$ cat config.mk
export PLATFORM = sky130hd
export DESIGN_NAME = packet_counter_field_detector_flat
export DESIGN_NICKNAME = d
export VERILOG_FILES = /design/src/pcfd_pkg.sv /design/src/pcfd_req_if.sv /design/src/pcfd_rsp_if.sv /design/src/packet_counter_field_detector.sv /design/src/pcfd_update.sv /design/src/flat_wrapper.sv
export SDC_FILE = /design/constraint.sdc
export NUM_CORES = 1
export LEC_CHECK = 0
export CAP_MARGIN = 15
export CORE_MARGIN = 2
export CORE_UTILIZATION = 40
export DETAILED_ROUTE_END_ITERATION = 8
export DONT_BUFFER_PORTS = 1
export PLACE_DENSITY = 0.51
export SLEW_MARGIN = 10
export SYNTH_ARGS = -nofsm -noshare
export SYNTH_HDL_FRONTEND = slang
export SYNTH_SLANG_ARGS = --single-unit
$ cat constraint.sdc
create_clock -name clk -period 9.8 [get_ports clk]
set_input_delay 0.49 -clock clk [delete_from_list [all_inputs] [get_ports clk]]
set_output_delay 0.49 -clock clk [all_outputs]
set_load 0.02 [all_outputs]
$ cat src/pcfd_pkg.sv
// ----------------------------------------------------------------------------
// pcfd_pkg: shared types and constants of the packet counter field detector
// Field widths, action codes and the per-position state entry.
// ----------------------------------------------------------------------------
package pcfd_pkg;

	localparam int POS_W       = 6;
	localparam int BYTE_W      = 8;
	localparam int STEP_W      = BYTE_W + 1;
	localparam int SEEN_W      = 2;
	localparam int WIN_W       = 7;
	localparam int MAX_POS_DEF = 64;

	localparam logic [WIN_W-1:0]  WIN_RESET  = WIN_W'(64);

	localparam logic              ACT_SAMPLE = 1'b0;
	localparam logic              ACT_QUERY  = 1'b1;

	localparam logic [SEEN_W-1:0] SEEN_NONE  = 2'd0;
	localparam logic [SEEN_W-1:0] SEEN_ONE   = 2'd1;
	localparam logic [SEEN_W-1:0] SEEN_TWO   = 2'd2;

	typedef struct packed {
		logic [BYTE_W-1:0]        last_byte;
		logic signed [STEP_W-1:0] last_step;
		logic [SEEN_W-1:0]        seen_count;
		logic                     increase_flag;
		logic                     broken_flag;
	} entry_t;

endpackage

$ cat src/pcfd_req_if.sv
// ----------------------------------------------------------------------------
// pcfd_req_if: request channel of the packet counter field detector
// Valid/ready handshake carrying one sample or query request.
// ----------------------------------------------------------------------------
interface pcfd_req_if import pcfd_pkg::*; ();

	logic              valid;
	logic              ready;
	logic              action;
	logic [POS_W-1:0]  position;
	logic [BYTE_W-1:0] byte_value;

	modport source (output valid, output action, output position, output byte_value,
		input ready);
	modport sink (input valid, input action, input position, input byte_value,
		output ready);

endinterface

$ cat src/pcfd_rsp_if.sv
// ----------------------------------------------------------------------------
// pcfd_rsp_if: response channel of the packet counter field detector
// Valid/ready handshake carrying one query answer.
// ----------------------------------------------------------------------------
interface pcfd_rsp_if import pcfd_pkg::*; ();

	logic              valid;
	logic              ready;
	logic [POS_W-1:0]  queried_position;
	logic              is_counter;
	logic              ever_increased;
	logic              pattern_broken;
	logic [SEEN_W-1:0] samples_seen;

	modport source (output valid, output queried_position, output is_counter,
		output ever_increased, output pattern_broken, output samples_seen, input ready);
	modport sink (input valid, input queried_position, input is_counter,
		input ever_increased, input pattern_broken, input samples_seen, output ready);

endinterface

$ cat src/packet_counter_field_detector.sv
// ----------------------------------------------------------------------------
// packet_counter_field_detector: finds header byte positions that count up
// Per-position state lives in a memory; each sample is a read-modify-write, each query a read.
//
//   channel  direction  handshake      payload
//   req      in         valid/ready    action, position, byte_value
//   rsp      out        valid/ready    queried_position, flags, samples_seen
//   cfg      in         cfg_wr_en      cfg_wr_data (window_length)
//
// One request is accepted every cycle unless a query stalls in stage one; the state
// memory is read at acceptance and written back from stage one for samples.
// A query answer is taken from stage one into the rsp register once rsp is free.
// Reset clears the per-position valid bits at once; window_length returns to 64.
// A stalled rsp holds a query in stage one and drops req.ready; samples never stall.
// ----------------------------------------------------------------------------
module packet_counter_field_detector import pcfd_pkg::*; #(
	parameter int MAX_POSITIONS = MAX_POS_DEF
) (
	input  logic             clk,
	input  logic             arst_n,
	input  logic             cfg_wr_en,
	input  logic [WIN_W-1:0] cfg_wr_data,
	pcfd_req_if.sink         req,
	pcfd_rsp_if.source       rsp
);

	localparam int DEPTH = (MAX_POSITIONS < (2 ** POS_W)) ? MAX_POSITIONS : (2 ** POS_W);
	localparam int IDX_W = (DEPTH > 1) ? $clog2(DEPTH) : 1;

	logic [WIN_W-1:0]  window_q;
	logic [DEPTH-1:0]  valid_q;
	entry_t            mem [DEPTH];

	logic              accept;
	logic              in_window;
	logic [IDX_W-1:0]  rd_idx;

	logic              vld_s1;
	logic              action_s1;
	logic [POS_W-1:0]  pos_s1;
	logic [IDX_W-1:0]  idx_s1;
	logic [BYTE_W-1:0] byte_s1;
	entry_t            rd_s1;
	logic              rd_vld_s1;
	logic              fwd_s1;
	entry_t            fwd_entry_s1;

	entry_t            cur;
	entry_t            nxt;
	logic              s1_adv;
	logic              wr_en;
	logic              rsp_load;

	logic              rsp_vld_q;
	logic [POS_W-1:0]  rsp_pos_q;
	logic              rsp_inc_q;
	logic              rsp_brk_q;
	logic [SEEN_W-1:0] rsp_seen_q;

	assign in_window = ({1'b0, req.position} < window_q) &&
		(32'(req.position) < MAX_POSITIONS);
	assign rd_idx    = req.position[IDX_W-1:0];

	assign rsp_load  = vld_s1 && (action_s1 == ACT_QUERY) && (!rsp_vld_q || rsp.ready);
	assign s1_adv    = !vld_s1 || (action_s1 == ACT_SAMPLE) || rsp_load;
	assign wr_en     = vld_s1 && (action_s1 == ACT_SAMPLE);
	assign req.ready = s1_adv;
	assign accept    = req.valid && req.ready;

	always_comb begin
		cur = fwd_s1 ? fwd_entry_s1 : rd_s1;
		if (!(fwd_s1 || rd_vld_s1)) begin
			cur.seen_count    = SEEN_NONE;
			cur.increase_flag = 1'b0;
			cur.broken_flag   = 1'b0;
		end
	end

	pcfd_update u_update (
		.cur        (cur),
		.byte_value (byte_s1),
		.nxt        (nxt)
	);

	always_ff @(posedge clk or negedge arst_n) begin
		if (!arst_n) begin
			window_q <= WIN_RESET;
		end else if (cfg_wr_en) begin
			window_q <= cfg_wr_data;
		end
	end

	always_ff @(posedge clk) begin
		if (wr_en) begin
			mem[idx_s1] <= nxt;
		end
	end

	always_ff @(posedge clk) begin
		if (accept) begin
			rd_s1        <= mem[rd_idx];
			action_s1    <= req.action;
			pos_s1       <= req.position;
			idx_s1       <= rd_idx;
			byte_s1      <= req.byte_value;
			fwd_entry_s1 <= nxt;
		end
	end

	always_ff @(posedge clk or negedge arst_n) begin
		if (!arst_n) begin
			valid_q   <= '0;
			vld_s1    <= 1'b0;
			rd_vld_s1 <= 1'b0;
			fwd_s1    <= 1'b0;
		end else begin
			if (wr_en) begin
				valid_q[idx_s1] <= 1'b1;
			end
			if (accept) begin
				vld_s1    <= in_window;
				rd_vld_s1 <= valid_q[rd_idx];
				fwd_s1    <= wr_en && (idx_s1 == rd_idx);
			end else if (s1_adv) begin
				vld_s1 <= 1'b0;
			end
		end
	end

	always_ff @(posedge clk or negedge arst_n) begin
		if (!arst_n) begin
			rsp_vld_q <= 1'b0;
		end else if (rsp_load) begin
			rsp_vld_q <= 1'b1;
		end else if (rsp.ready) begin
			rsp_vld_q <= 1'b0;
		end
	end

	always_ff @(posedge clk) begin
		if (rsp_load) begin
			rsp_pos_q  <= pos_s1;
			rsp_inc_q  <= cur.increase_flag;
			rsp_brk_q  <= cur.broken_flag;
			rsp_seen_q <= cur.seen_count;
		end
	end

	assign rsp.valid            = rsp_vld_q;
	assign rsp.queried_position = rsp_pos_q;
	assign rsp.is_counter       = rsp_inc_q && !rsp_brk_q;
	assign rsp.ever_increased   = rsp_inc_q;
	assign rsp.pattern_broken   = rsp_brk_q;
	assign rsp.samples_seen     = rsp_seen_q;

	a_flags_need_two: assert property (@(posedge clk) disable iff (!arst_n)
		rsp.valid && (rsp.ever_increased || rsp.pattern_broken) |->
			rsp.samples_seen == SEEN_TWO)
		else $error("flags set with fewer than two samples");

	a_seen_range: assert property (@(posedge clk) disable iff (!arst_n)
		wr_en |-> (nxt.seen_count == SEEN_ONE) || (nxt.seen_count == SEEN_TWO))
		else $error("written sample count out of range");

	a_valid_after_write: assert property (@(posedge clk) disable iff (!arst_n)
		wr_en |=> valid_q[$past(idx_s1)])
		else $error("valid bit not set after write-back");

	a_fwd_needs_item: assert property (@(posedge clk) disable iff (!arst_n)
		accept && wr_en && (idx_s1 == rd_idx) |=> fwd_s1)
		else $error("missing forward on back-to-back same position");

	a_stall_blocks_req: assert property (@(posedge clk) disable iff (!arst_n)
		vld_s1 && (action_s1 == ACT_QUERY) && rsp_vld_q && !rsp.ready |-> !req.ready)
		else $error("request accepted while query stalled");

endmodule

$ cat src/pcfd_update.sv
// ----------------------------------------------------------------------------
// pcfd_update: per-position state update for one sampled byte
// Computes the new step, compares it with the previous one and sets flags.
// ----------------------------------------------------------------------------
module pcfd_update import pcfd_pkg::*; (
	input  entry_t            cur,
	input  logic [BYTE_W-1:0] byte_value,
	output entry_t            nxt
);

	logic signed [STEP_W-1:0] step;
	logic signed [STEP_W-1:0] prev;
	logic                     keep;
	logic                     prev_pos;

	assign step     = $signed({1'b0, byte_value}) - $signed({1'b0, cur.last_byte});
	assign prev     = cur.last_step;
	assign keep     = (prev == step) || (prev == '0) || (step == '0);
	assign prev_pos = !prev[STEP_W-1] && (prev != '0);

	always_comb begin
		nxt = cur;
		if (cur.seen_count == SEEN_NONE) begin
			nxt.last_byte  = byte_value;
			nxt.seen_count = SEEN_ONE;
		end else begin
			if (cur.seen_count[1]) begin
				if (keep) begin
					if (prev_pos) begin
						nxt.increase_flag = 1'b1;
					end
				end else begin
					nxt.broken_flag = 1'b1;
				end
			end
			nxt.last_step  = step;
			nxt.last_byte  = byte_value;
			nxt.seen_count = SEEN_TWO;
		end
	end

endmodule
$ cat src/flat_wrapper.sv
// flat-port wrapper written by rule: the top's interface ports become plain ports
module packet_counter_field_detector_flat import pcfd_pkg::*;
#(
	parameter int MAX_POSITIONS = MAX_POS_DEF
)
  (clk, arst_n, cfg_wr_en, cfg_wr_data, req_valid, req_action, req_position, req_byte_value, req_ready, rsp_valid, rsp_queried_position, rsp_is_counter, rsp_ever_increased, rsp_pattern_broken, rsp_samples_seen, rsp_ready);
  pcfd_req_if req_i ();
  pcfd_rsp_if rsp_i ();
  input  logic clk;
  input  logic arst_n;
  input  logic cfg_wr_en;
  input  logic [WIN_W-1:0] cfg_wr_data;
  input wire logic [$bits(req_i.valid)-1:0] req_valid;
  input wire logic [$bits(req_i.action)-1:0] req_action;
  input wire logic [$bits(req_i.position)-1:0] req_position;
  input wire logic [$bits(req_i.byte_value)-1:0] req_byte_value;
  output wire logic [$bits(req_i.ready)-1:0] req_ready;
  output wire logic [$bits(rsp_i.valid)-1:0] rsp_valid;
  output wire logic [$bits(rsp_i.queried_position)-1:0] rsp_queried_position;
  output wire logic [$bits(rsp_i.is_counter)-1:0] rsp_is_counter;
  output wire logic [$bits(rsp_i.ever_increased)-1:0] rsp_ever_increased;
  output wire logic [$bits(rsp_i.pattern_broken)-1:0] rsp_pattern_broken;
  output wire logic [$bits(rsp_i.samples_seen)-1:0] rsp_samples_seen;
  input wire logic [$bits(rsp_i.ready)-1:0] rsp_ready;
  assign req_i.valid = req_valid;
  assign req_i.action = req_action;
  assign req_i.position = req_position;
  assign req_i.byte_value = req_byte_value;
  assign req_ready = req_i.ready;
  assign rsp_valid = rsp_i.valid;
  assign rsp_queried_position = rsp_i.queried_position;
  assign rsp_is_counter = rsp_i.is_counter;
  assign rsp_ever_increased = rsp_i.ever_increased;
  assign rsp_pattern_broken = rsp_i.pattern_broken;
  assign rsp_samples_seen = rsp_i.samples_seen;
  assign rsp_i.ready = rsp_ready;
  packet_counter_field_detector #(.MAX_POSITIONS(MAX_POSITIONS)) u_core (.clk(clk), .arst_n(arst_n), .cfg_wr_en(cfg_wr_en), .cfg_wr_data(cfg_wr_data), .req(req_i), .rsp(rsp_i));
endmodule
# [Word-level counts from Yosys, hierarchy flattened]
# Memory sizes are Yosys's and may differ from the RTL's. A register that Yosys moved wholly into a read port is not among the register bits.
# Cells that the tools add are included.
# Widths: inputs -> output; s select.
[word_totals] output_inout_bits=13 wordCells=71 register_bits=121 mem_count=1 ramBits=1344
[op_classes] n_bitwise=2 eq_ne=2 addsub=1 n_lt_le_gt_ge=4 muxes=19 reduce_logical=24
[memory_table] name="u_core.mem" words=64 word_bits=21 read_ports=1 rd_ports_with_merged_regs=1 wr=1 line="packet_counter_field_detector.sv:32" text="entry_t mem [DEPTH];"
[op_table] cell="$or 64x64->64" count=1
[op_table] cell="$mux 21" count=1
[op_table] cell="$logic_not 9->1" count=2
[op_table] cell="$lt 6x7->1 const B" count=2
[op_table] cell="$mux 1" count=11
[op_table] cell="$eq 9x9->1" count=1
[op_table] cell="$mux 9" count=1
[op_table] cell="$reduce_bool 9->1" count=1
[op_table] cell="$sub 8x8->9" count=1
[op_table] cell="$logic_and 1x1->1" count=8
[op_table] cell="$lt 6x7->1" count=1
[op_table] cell="$bmux 1 s6" count=1
[op_table] cell="$demux 1 s6" count=1
[op_table] cell="$eq 6x6->1" count=1
[op_table] cell="$ge 6x1->1 const B" count=1
[op_table] cell="$logic_or 1x1->1" count=6
[op_table] cell="$mux 2" count=3
[op_table] cell="$logic_not 1->1" count=4
[op_table] cell="$mux 4" count=1
[op_table] cell="$reduce_bool 2->1" count=2
[op_table] cell="$logic_not 2->1" count=1
[op_table] cell="$not 1->1" count=1

# [Depth between registers and ports, before layout]
# Gate-level depths: netlist of the first run.
[logic_depth] depth_word=8 depth_mapped=14

# [Modules after synthesis]
# Synthesis of the first run repeated with hierarchy kept, for this count alone.
[hier_totals] hier_cells=2628 hier_area_um2=57243.7
[by_module_without_submodules] module="packet_counter_field_detector" instances=1 area_each_um2=56311.5 cells_per_inst=2511
[by_module_without_submodules] module="pcfd_update" instances=1 area_each_um2=932.1 cells_per_inst=117

# [Worst setup path before layout of the first run]
# No wires, ideal clock.
[synth_path] path_type="register to register" startpoint="reg u_core.fwd_s1" endpoint="reg u_core.fwd_entry_s1[1] (netlist name), data pin" stages_incl_launch_ff=15 arrival_time_ps=5239 setup_time_ps=535 period_less_slack_ps=5774 setup_slack_ps=4026 path_buffers=3 path_cell_list="dfrtp_1 -> clkbuf_1 -> buf_1 -> clkbuf_1 -> mux2_2 -> ha_1 -> inv_1 -> fa_1 -> a211oi_1 -> o31ai_1 -> xor2_1 -> xnor2_1 -> nor4_1 -> a32oi_1 -> o21bai_1"
[synth_rtl] element="start, declared" line="packet_counter_field_detector.sv:45" text="logic fwd_s1;"
[synth_rtl] element="start signal, assigned" line="packet_counter_field_detector.sv:123" text="fwd_s1 <= wr_en && (idx_s1 == rd_idx);"
[synth_rtl] element="end signal, assigned" line="packet_counter_field_detector.sv:106" text="fwd_entry_s1 <= nxt;"
[synth_rtl] element="end, declared" line="packet_counter_field_detector.sv:46" text="entry_t fwd_entry_s1;"

==> flow_metrics.tcl, run 1 <==
set metrics [dict create \
    status "finished, final reports clean" \
    synth_area_per_cell_um2 23.5 \
    p_comb_share_pct 6.5 \
    htreeDepth 4 \
    p_leak_nw 20.8 \
    min_path_type "in2reg" \
    drv_cap 0 \
    wl_um 149000 \
    cts_tree "done" \
    power.density_nw_per_um2 214 \
    avgViaCountPerCell 5.69 \
    rsz0062_at_grt "false" \
    final-hold-violation-count 0 \
    cp_max_fo 65 \
    dp_slack_ps 5480 \
    drcViolationCount 0 \
    cts_buffer_depth 3 \
    placed_cell_area_um2 60000 \
    synthToLayoutAreaGrowth_pct 14.2 \
    critical-path-max-stage-delay_ps 930 \
    worst-path-buf-inv 2 \
    gp_congestion 0.799 \
    synth_ff_type "edfxtp_1" \
    setup_viol 0 \
    p_sw_mw 2.99 \
    num_rows 138 \
    io_buffers 0 \
    postRouteAntennaNets 0 \
    cp-end-kind "flip-flop" \
    clock-root-buffer "clkbuf_16" \
    antenna_found_initial 7 \
    dieArea_um2 146000 \
    die_h_um 382 \
    fin_crit_ps 4360 \
    grt_max_degree 356 \
    crit_required_ps 10210 \
    worstSetupStartpointType "flip-flop" \
    die_w_um 382 \
    dpl.hpwl_um 72600 \
    drv_slew 0 \
    crit_slowest_cell "a21o_2" \
    final_cell_mix "1,411 x edfxtp_1, 447 x mux4_2, 164 x clkbuf_16" \
    nets 2628 \
    globalRouteOverflowTotal 0 \
    cp_top_family "compound AO/OA/AOI/OAI gates" \
    numCtsBuffers 155 \
    path_class "reg2reg" \
    cp_cell_sequence "buf_4 -> mux2_2 -> ha_1 -> inv_1 -> fa_1 -> a211oi_1 -> o31ai_1 -> nor2_1 -> o21ba_2 -> xor2_1 -> a32oi_1 -> a21o_2" \
    netlist_area_um2 57300 \
    cts_setup_buffers 0 \
    dr.pass1.iters 5 \
    swShare_pct 21.4 \
    cts.clk_slew.worst_paths_ps 60 \
    setup-tns-final_ps 0 \
    synth_seq_cells 1486 \
    finalCritPeriodShare_pct 44.5 \
    via_count 26200 \
    worstPathArrival_ps 4770 \
    post_cts_resized 0 \
    grt_pass1_vias 27200 \
    p_clk_share_pct 41.2 \
    drive_above_1_share_pct 33.3 \
    drt_iter0_markers 2868 \
    fin_ws_ps 5440 \
    power.internal_mw 11.0 \
    fill_cells 11700 \
    ir_drop_mv 0.139 \
    initial_core_util_pct 40.4 \
    grt_pass1_wl_um 209000 \
    yosys_warnings 0 \
    synth_seq_area_share_pct 77.2 \
    ios 40 \
    layout_commonest_cell "edfxtp_1" \
    grt.total_usage_pct 20.6 \
    tightest_slew_ps 1220 \
    synth_fp_nets 2475 \
    slew_headroom_pct 18.5 \
    clock.fmax_ghz 0.229 \
    fin_area_um2 65400 \
    async_flop_share_pct 5.05 \
    clock_latency_ps 780 \
    power_frac_seq_pct 52.3 \
    synth_cell_types 47 \
    core_um2 142000 \
    syn_inst 2433 \
    synth_edf_count 1411 \
    wl_per_cell_um 32.4 \
    cts.sinks 1486 \
    clock-skew-final_ps 21.6 \
]
## Yosys cell counts, types with 2 or more instances
cell | instances | area share (%)
a21o_1 | 5 | 0.066
edfxtp_1 | 1411 | 74
dfrtp_1 | 74 | 3.2
or3b_2 | 3 | 0.046
nor2_1 | 75 | 0.49
nand3b_1 | 3 | 0.039
a21oi_1 | 22 | 0.19
buf_4 | 13 | 0.17
nor4_1 | 5 | 0.055
buf_2 | 27 | 0.24
xnor2_1 | 10 | 0.15
mux2_2 | 4 | 0.079
buf_6 | 5 | 0.098
mux4_2 | 447 | 18
clkbuf_1 | 51 | 0.33
ha_1 | 14 | 0.31
nor3_1 | 3 | 0.026
a22o_1 | 2 | 0.031
o21ai_0 | 14 | 0.12
mux2i_1 | 33 | 0.58
clkbuf_2 | 2 | 0.017
nor3b_1 | 3 | 0.039
nand2_1 | 30 | 0.20
xor2_1 | 13 | 0.20
inv_1 | 12 | 0.079
nor2b_1 | 21 | 0.23
nand3_1 | 6 | 0.052
or2_2 | 65 | 0.71
a211oi_1 | 17 | 0.22
buf_1 | 24 | 0.16
nand2b_1 | 3 | 0.033
## routing by layer
layer | track usage [%] | vias to the layer above | wire length, um
met5 | 0 | - | 0
met4 | 6.53 | 0 | 4010
met3 | 4.03 | 197 | 10700
met2 | 33.0 | 917 | 72300
met1 | 28.5 | 14500 | 62100
li1 | - | 10600 | -
## kinds of logic after synthesis
logic type	synth area share [%]
multiplexers	18.2
buffers and inverters	1.09
XOR/XNOR	0.352
AND/OR/NAND/NOR	1.97
flip-flops	77.2
AO/OA/AOI/OAI	0.780
adder cells (fa/ha/maj)	0.341
## state kept, by name (all words and copies together), names as in the netlist
name	flops
u_core.rsp.queried_position	6
u_core.rsp.pattern_broken	1
u_core.vld_s1	1
u_core.byte_s1	8
u_core.rsp.samples_seen	2
u_core.window_q	7
u_core.action_s1	1
u_core.rsp.valid	1
u_core.valid_q	64
u_core.fwd_entry_s1	21
u_core.rsp.ever_increased	1
u_core.fwd_s1	1
u_core.pos_s1	6
u_core.rd_s1	21
u_core.mem	1344
u_core.rd_vld_s1	1
## power groups by stage
stage               clock, mW  combinational, mW  sequential (mW)
finish                   5.76              0.915             7.31
global route             6.12              0.989             7.31
CTS                      5.89              0.879             7.31
detailed placement          0              0.851             7.44
global placement            0              0.819             7.43
floorplan                   0              0.596             7.46
## layout make-up
type                            instances  area (um2)  area share [%]
Multi-Input combinational cell        813       12700            19.4
Tap cell                             1890        2360            3.61
Clock buffer                          199        4280            6.53
Clock inverter                         87         719            1.10
Sequential cell                      1486       44200            67.6
Timing Repair Buffer                  118        1070            1.63
Antenna cell                            4        10.0          0.0153
Inverter                               12        45.0          0.0688
## final timing paths
check,start,endpoint,slack (ps),depth (start not counted)
worst max-delay path,u_core.fwd_s1,u_core.mem[9][0],5440,12
worst min register to register,u_core.valid_q[6],u_core.valid_q[6],460,1
worst max register to register,u_core.fwd_s1,u_core.mem[9][0],5440,12
worst min-delay path,req_position[5],u_core.rd_s1[17],70,2
min in group asynchronous,arst_n,u_core.window_q[1],280,2
max in group asynchronous,arst_n,u_core.valid_q[45],9060,2
## metrics by stage
step           hold slack, ps  cells  utilization [%]  power (mW)
2_1_floorplan             194   2433                -        8.06
3_3_place_gp              197   4286             42.3        8.25
3_5_place_dp              197   4286             42.3        8.29
4_1_cts                  4.14   4601             46.0        14.1
5_1_grt                  32.1   4605             46.1        14.4
6_report                 65.1   4609             46.1        14.0
## repair_timing
item,CTS,global route
hold endpoints to repair,117,0
hold buffers,29,0
endpoints found under the setup margin,0,0
No activity file was read; power rests on OpenSTA's default activity.
==> run 2: changes to the inputs <==
Clock period 9.8 ns to 4.4 ns, I/O delays scaled along.
==> run 2 against run 1 <==
Effect of this change: the flow now finishes with violations (slew limit); clock power rose by 130%; final cell count rose by 0.11%; worst setup slack got worse by 5400 ps; hold slack got worse by 9.3 ps; global-route usage rose by 0.65 points; sequential share of layout area fell by 0.19 points; critical path depth fell by 6; final area rose by 0.28%; combinational power rose by 120%; power rose by 120%; first-iteration DRC count rose by 4.7%; flip-flop and latch count did not move; critical endpoint is now u_core.rd_s1[14]; largest cell class unchanged.
==> flow_metrics.tcl, run 2 (synthesis gave the netlist of run 1 again) <==
set metrics [dict create \
    placed_cell_area_um2 60000 \
    layout_commonest_cell "edfxtp_1" \
    swShare_pct 21.4 \
    finalCritPeriodShare_pct 99.2 \
    drive_above_1_share_pct 33.8 \
    min_path_type "in2reg" \
    hold_end "u_core.rd_s1[9]" \
    drcViolationCount 0 \
    num_rows 138 \
    numCtsBuffers 154 \
    rr_startpoint "u_core.fwd_s1" \
    critical-path-max-stage-delay_ps 1010 \
    final-hold-violation-count 0 \
    crit_required_ps 4930 \
    whs_path_depth 3 \
    antenna_found_initial 8 \
    wl_um 154000 \
    p_comb_share_pct 6.4 \
    cp_max_fo 354 \
    die_h_um 382 \
    cts_buffer_depth 3 \
    htreeDepth 4 \
    grt_pass1_wl_um 216000 \
    cts.clk_slew.worst_paths_ps 60 \
    rsz0062_at_grt "false" \
    fin_area_um2 65600 \
    slew_headroom_pct -109 \
    worstSetupStartpointType "input port" \
    gp_congestion 0.794 \
    grt_max_degree 356 \
    cp_cell_sequence "mux4_2 -> mux4_2 -> nor2b_1 -> a211oi_1 -> a21oi_1 -> dlygate4sd3_1" \
    nets 2638 \
    final_cell_mix "1,411 x edfxtp_1, 447 x mux4_2, 161 x clkbuf_16" \
    p_total_mw 31.4 \
    dpl.hpwl_um 73800 \
    dieArea_um2 146000 \
    worst-path-buf-inv 1 \
    clock.fmax_ghz 0.229 \
    dr.pass1.iters 6 \
    core_um2 142000 \
    clock-root-buffer "clkbuf_16" \
    crit_slowest_cell "mux4_2" \
    io_buffers 0 \
    status "finished, violations left" \
    cpMostUsedCell "mux4_2" \
    cp-end-kind "flip-flop" \
    tightest_slew_ps 3140 \
    reg2reg_depth 12 \
    drt_iter0_markers 3004 \
    fin_crit_ps 4370 \
    cts.sinks 1486 \
    worstPathArrival_ps 4900 \
    ios 40 \
    clock-skew-final_ps 22.3 \
    wl_per_cell_um 33.3 \
    clock_latency_ps 780 \
    min_from "req_position[4]" \
    cp_top_family "multiplexers" \
    power_frac_seq_pct 51.8 \
    largest_reg_flops 1344 \
    avgViaCountPerCell 5.80 \
    setup_viol 0 \
    die_w_um 382 \
    violations "slew limit" \
    power.internal_mw 24.7 \
    grt_pass1_vias 27500 \
    initial_core_util_pct 40.4 \
    cts_tree "done" \
    r2r_end "u_core.mem[58][1]" \
    drv_slew 246 \
    grt.total_usage_pct 21.3 \
    path_class "in2reg" \
    postRouteAntennaNets 0 \
    p_leak_nw 20.9 \
    rrSetupSlack_ps 450 \
    regMostFlops "u_core.mem" \
    synthToLayoutAreaGrowth_pct 14.5 \
    via_count 26800 \
    top_regs "u_core.mem: 1344 flops, u_core.valid_q: 64 flops" \
    power.density_nw_per_um2 479 \
    globalRouteOverflowTotal 0 \
    ir_drop_mv 0.385 \
    p_sw_mw 6.72 \
    p_clk_share_pct 41.9 \
    drv_cap 0 \
    fill_cells 11700 \
]
## run 2: metal layers
metal / part of all wire, % / track usage [%] / vias to the layer above
met3: 6.4 / 3.79 / 207
li1: - / - / 10600
met2: 47 / 32.9 / 1003
met1: 44 / 31.0 / 14900
met5: 0.0091 / 0 / -
met4: 2.4 / 6.24 / 4
## run 2: area by class of cell
class / instances / area (um2) / area share, %
Timing Repair Buffer: 129 / 1140 / 1.74
Tap cell: 1890 / 2360 / 3.60
Clock inverter: 85 / 856 / 1.30
Multi-Input combinational cell: 813 / 12700 / 19.4
Antenna cell: 1 / 2.50 / 0.00381
Sequential cell: 1486 / 44200 / 67.4
Inverter: 12 / 45.0 / 0.0687
Clock buffer: 198 / 4250 / 6.47
## run 2: power groups by stage
stage          logic, mW  clock network, mW  registers (mW)
2_1_floorplan       1.33                  0            16.6
4_1_cts             1.97               13.4            16.3
5_1_grt             2.09               14.0            16.3
3_5_place_dp        1.86                  0            16.6
6_report            2.00               13.2            16.3
3_3_place_gp        1.79                  0            16.6
## run 2: worst max path at each step
| stage | endpoint | slack [ps] | cells past startpoint | start |
|---|---|---|---|---|
| after floorplan | u_core.fwd_entry_s1[5] | -1030 | 7 | u_core.fwd_s1 |
| after global placement | u_core.mem[58][0] | 440 | 11 | u_core.fwd_s1 |
| after detailed placement | u_core.mem[51][0] | 230 | 11 | u_core.fwd_s1 |
| after CTS | u_core.mem[14][0] | 200 | 11 | u_core.fwd_s1 |
| after global routing | u_core.mem[58][1] | 130 | 12 | u_core.fwd_s1 |
| final | u_core.rd_s1[14] | 30 | 6 | req_position[1] |
## run 2: what timing repair did
item,CTS,global route
setup endpoints to repair,0,65
gates resized for setup,0,1
endpoints found under the hold margin,122,0
buffers inserted,0,0
hold buffers,37,0
## run 2: tightest hold or removal path: stages
cell     delay [ps]
mux4_2          170
mux2i_1         110
a21oi_1         160
## run 2: per-stage QoR
| step | TNS [ps] | instances | hold slack [ps] | util, % | setup WS [ps] |
|---|---|---|---|---|---|
| floorplan | -351190 | 2433 | -75.6 | - | -1030 |
| global placement | 0 | 4293 | -73.2 | 42.3 | 436 |
| detailed placement | 0 | 4293 | -73.5 | 42.3 | 233 |
| CTS | 0 | 4613 | 0.459 | 46.2 | 197 |
| global route | 0 | 4613 | 37.8 | 46.2 | 125 |
| finish | 0 | 4614 | 55.8 | 46.2 | 33.6 |
